<file path="config.mk">
export PLATFORM = sky130hd
export DESIGN_NAME = lzwbse_front
export DESIGN_NICKNAME = d
export VERILOG_FILES = /design/src/hdl/lzwbse_pkg.sv /design/src/hdl/lzwbse_front.sv
export SDC_FILE = /design/constraint.sdc
export NUM_CORES = 1
export LEC_CHECK = 0
export ABC_AREA = 1
export BUFFER_PORTS_ARGS = -buffer_cell sky130_fd_sc_hd__buf_2
export CORE_UTILIZATION = 40
export CTS_CLUSTER_DIAMETER = 100
export DETAILED_ROUTE_END_ITERATION = 16
export SYNTH_ARGS = -nofsm -noshare
export SYNTH_HDL_FRONTEND = slang
export SYNTH_SLANG_ARGS = --single-unit
</file>
<file path="constraint.sdc">
create_clock -name clk -period 3.7 [get_ports clk]
set_input_delay 0.74 -clock clk [delete_from_list [all_inputs] [get_ports clk]]
set_output_delay 0.74 -clock clk [all_outputs]
set_load 0.01 [all_outputs]
</file>
<file path="src/hdl/lzwbse_pkg.sv">
// ----------------------------------------------------------------------------
// lzwbse_pkg
// Shared types and constants of the LZW byte stream encoder.
// ----------------------------------------------------------------------------
package lzwbse_pkg;

	localparam int DictEntriesDefault = 4096;
	localparam int SymW               = 8;
	localparam int AlphaW             = 9;
	localparam int MaxBytes           = 4;
	localparam logic [AlphaW-1:0] AlphaMin   = 9'd2;
	localparam logic [AlphaW-1:0] AlphaMax   = 9'd256;
	localparam logic [AlphaW-1:0] AlphaReset = 9'd256;

	// One queued input item as seen by the back end.
	typedef struct packed {
		logic            valid;
		logic [SymW-1:0] symbol;
		logic            last;
	} item_t;

	typedef enum logic [2:0] {
		ST_IDLE,
		ST_SCAN,
		ST_CMP,
		ST_FIN,
		ST_EMIT
	} eng_state_t;

endpackage

</file>
<file path="src/hdl/lzwbse_front.sv">
// ----------------------------------------------------------------------------
// lzwbse_front
// Input side: takes symbol transfers into a two-entry queue for the engine.
// ----------------------------------------------------------------------------
module lzwbse_front
	import lzwbse_pkg::*;
(
	input  logic            clk,
	input  logic            arst_n,
	input  logic            in_valid,
	output logic            in_stall,
	input  logic [SymW-1:0] symbol,
	input  logic            last_symbol,
	output item_t           item,
	input  logic            pop
);

	logic [SymW:0] slot_q [2];
	logic          wr_ptr_q;
	logic          rd_ptr_q;
	logic [1:0]    count_q;
	logic          push;
	logic          take;

	assign in_stall = (count_q == 2'd2);
	assign push     = in_valid && !in_stall;
	assign take     = pop && (count_q != 2'd0);

	always_ff @(posedge clk) begin
		if (push) begin
			slot_q[wr_ptr_q] <= {last_symbol, symbol};
		end
	end

	always_ff @(posedge clk or negedge arst_n) begin
		if (!arst_n) begin
			wr_ptr_q <= 1'b0;
			rd_ptr_q <= 1'b0;
			count_q  <= 2'd0;
		end else begin
			if (push) wr_ptr_q <= !wr_ptr_q;
			if (take) rd_ptr_q <= !rd_ptr_q;
			count_q <= count_q + {1'b0, push} - {1'b0, take};
		end
	end

	always_comb begin
		item.valid  = (count_q != 2'd0);
		item.symbol = slot_q[rd_ptr_q][SymW-1:0];
		item.last   = slot_q[rd_ptr_q][SymW];
	end

endmodule

</file>
==> flow_summary.toml <==
[outcome]
status = "completed"

[sta]
setup_viol_count_final = 0
setup_ws_ps = 1650
skew_ps = 3.88
finalSetupTns_ps = 0
hold_viol = 0
tightest_slew_ps = 736
period_share_pct = 55.4
min_period_ps = 2050
hold_slack_ps = 239
rsz0062_at_grt = "false"
slew_headroom_pct = 50.8
finalMaxSlewViolations = 0
max_freq_ghz = 0.487

[critical_path]
path_class = "reg -> out"
cp-end-kind = "output port"
timing.rr.end = "slot_q[1][2]"
r2r_cells = 4
crit_arrival_ps = 1310
rrSetupSlack_ps = 2150
critPathLaunchType = "flip-flop"
timing.rr.start = "count_q[0]"
crit_required_ps = 2960
crit_fanout = 11

[power]
swShare_pct = 36.1
cellLeakagePower_nw = 0.517
pwr-share-seq_pct = 50.0
pwr-share-clk_pct = 13.5
power.internal_mw = 0.485
switching_power_mw = 0.274
power_frac_comb_pct = 36.6
power_density_mw_per_mm2 = 721
peakVddDrop_mv = 0.345

[yosys]
post-synth-top-area-fraction_pct = 60.8
synth_cell_types = 10
synth-edff-count = 18
synthTopCellsByCount = "38 x nand2_1, 18 x edfxtp_1, 9 x inv_1"
async_reset_ff_share_pct = 18.2
yosys_warnings = 0
netlist_top_cells_area = "edfxtp_1 61%, nand2_1 16%, dfrtp_1 11%"
ys_seq_elements = 22
syn-cell-area_um2 = 888
synth_nets = 94
synth_top_flop_cell = "edfxtp_1"
syn_avg_cell_area_um2 = 11.2
synth_area_leader_cell = "edfxtp_1"
synth_cells = 79
synth_most_common_cell = "nand2_1"
synth_seq_area_share_pct = 72.1

[flow_run]
cap_violations = 0

[clock_tree]
clk_pin_slew_ps = 110
cts_sinks = 22
root_buffer = "clkbuf_4"
tritoncts = "done"
clock_path_buffers = 2
holdBufCountCts = 0
cts_setup_buffers = 0
htree_levels = 1
numCtsBuffers = 3
clock_latency_ps = 290
post_cts_resized = 0

[route]
ant_nets = 0
wire_per_inst_um = 9.60
route.detailed.drc = 0
num_vias = 580
via_per_inst = 4.39
drt_iter0_markers = 10
routed_wl_um = 1270
firstDrtPassIters = 4

[final_layout]
fin_area_mm2 = 0.00105
antennaDiodeCount = 0
final_net_count = 121
area_delta_synth_final_pct = 18.5
seqCellArea_um2 = 641
layout-drive-gt1-share_pct = 27.6
multi_input_area_um2 = 199
nFillCells = 194

[placed_design]
dp_slack_ps = 1820
gp_congestion = 0.688
hpwl_um = 942
portBuffers = 23
postPlaceCellArea_mm2 = 0.00103

[die]
rows = 16
ioPinCount = 24
coreArea_mm2 = 0.00202
start_util_pct = 43.9
fp.dieH_um = 49.1
die-area_mm2 = 0.00241
fp.dieW_um = 49.1

[global_routing]
grt_pass1_wl_um = 1990
grt_pass1_vias = 476
grt.overflow.total = 0
antenna_found_initial = 0
gr-usage-all-layers_pct = 11.1
grt_max_degree = 13

[min_path]
hp-class = "in -> async"
-- per-stage QoR --
stage          util [%]  power [mW]  cells
3_5_place_dp       50.7       0.670    128
2_1_floorplan         -       0.574     79
3_3_place_gp       50.7       0.659    128
4_1_cts            52.0       0.772    132
5_1_grt            52.0       0.823    132
6_report           52.0       0.759    132
-- final cells by class --
cell class                      instances  area share (%)
Sequential cell                        22            60.9
Clock buffer                            3            2.14
Clock inverter                          1           0.357
Timing Repair Buffer                   23            10.9
Multi-Input combinational cell         46            18.9
Inverter                               10            3.57
Tap cell                               27            3.21
-- per-layer routing --
layer	share of wire [%]	track usage (%)
met4	0.47	4.41
met5	0	0
met3	6.2	2.18
met1	44	14.6
met2	49	18.0
-- kinds of logic after synthesis --
group                      count (synthesis)  synth area share, %
adders and majority gates                  2                 2.82
DFF                                       22                 72.1
buffers and inverters                     11                 5.49
and+or+nand+nor                           44                 19.6
-- power groups by stage --
stage | clock network [mW] | registers [mW] | logic (mW)
global placement | 0 | 0.383 | 0.275
global route | 0.116 | 0.388 | 0.319
finish | 0.102 | 0.379 | 0.277
CTS | 0.107 | 0.380 | 0.285
floorplan | 0 | 0.368 | 0.206
detailed placement | 0 | 0.385 | 0.285
-- registers in the layout, summed over array words and instances, names as in the netlist --
name	cells
slot_q	18
rd_ptr_q	1
count_q	2
wr_ptr_q	1
-- worst max path at each step --
stage                     startpoint            to  slack [ps]  cells after the start
after floorplan             in_valid  slot_q[1][0]        2120                      2
after global placement      in_valid  slot_q[1][7]        1890                      3
after detailed placement    in_valid  slot_q[1][8]        1820                      3
after CTS                   rd_ptr_q       item[4]        1610                      4
after global routing        rd_ptr_q       item[0]        1500                      4
final                       rd_ptr_q       item[3]        1650                      4
-- worst max-delay path, stage by stage, from the launching register on --
cell and delay (ps):
dfrtp_1 570, inv_2 180, nand2_1 100, nand2_1 50, buf_2 130
-- placed cells by master (no fill, tap or decap), drive strengths merged --
cell	instances
ha	2
edfxtp	18
dfrtp	4
inv	10
buf	23
nor2	1
clkinv	1
nand3	3
clkbuf	3
nand2	40
Note: power is estimated with default switching activity, not from simulation.
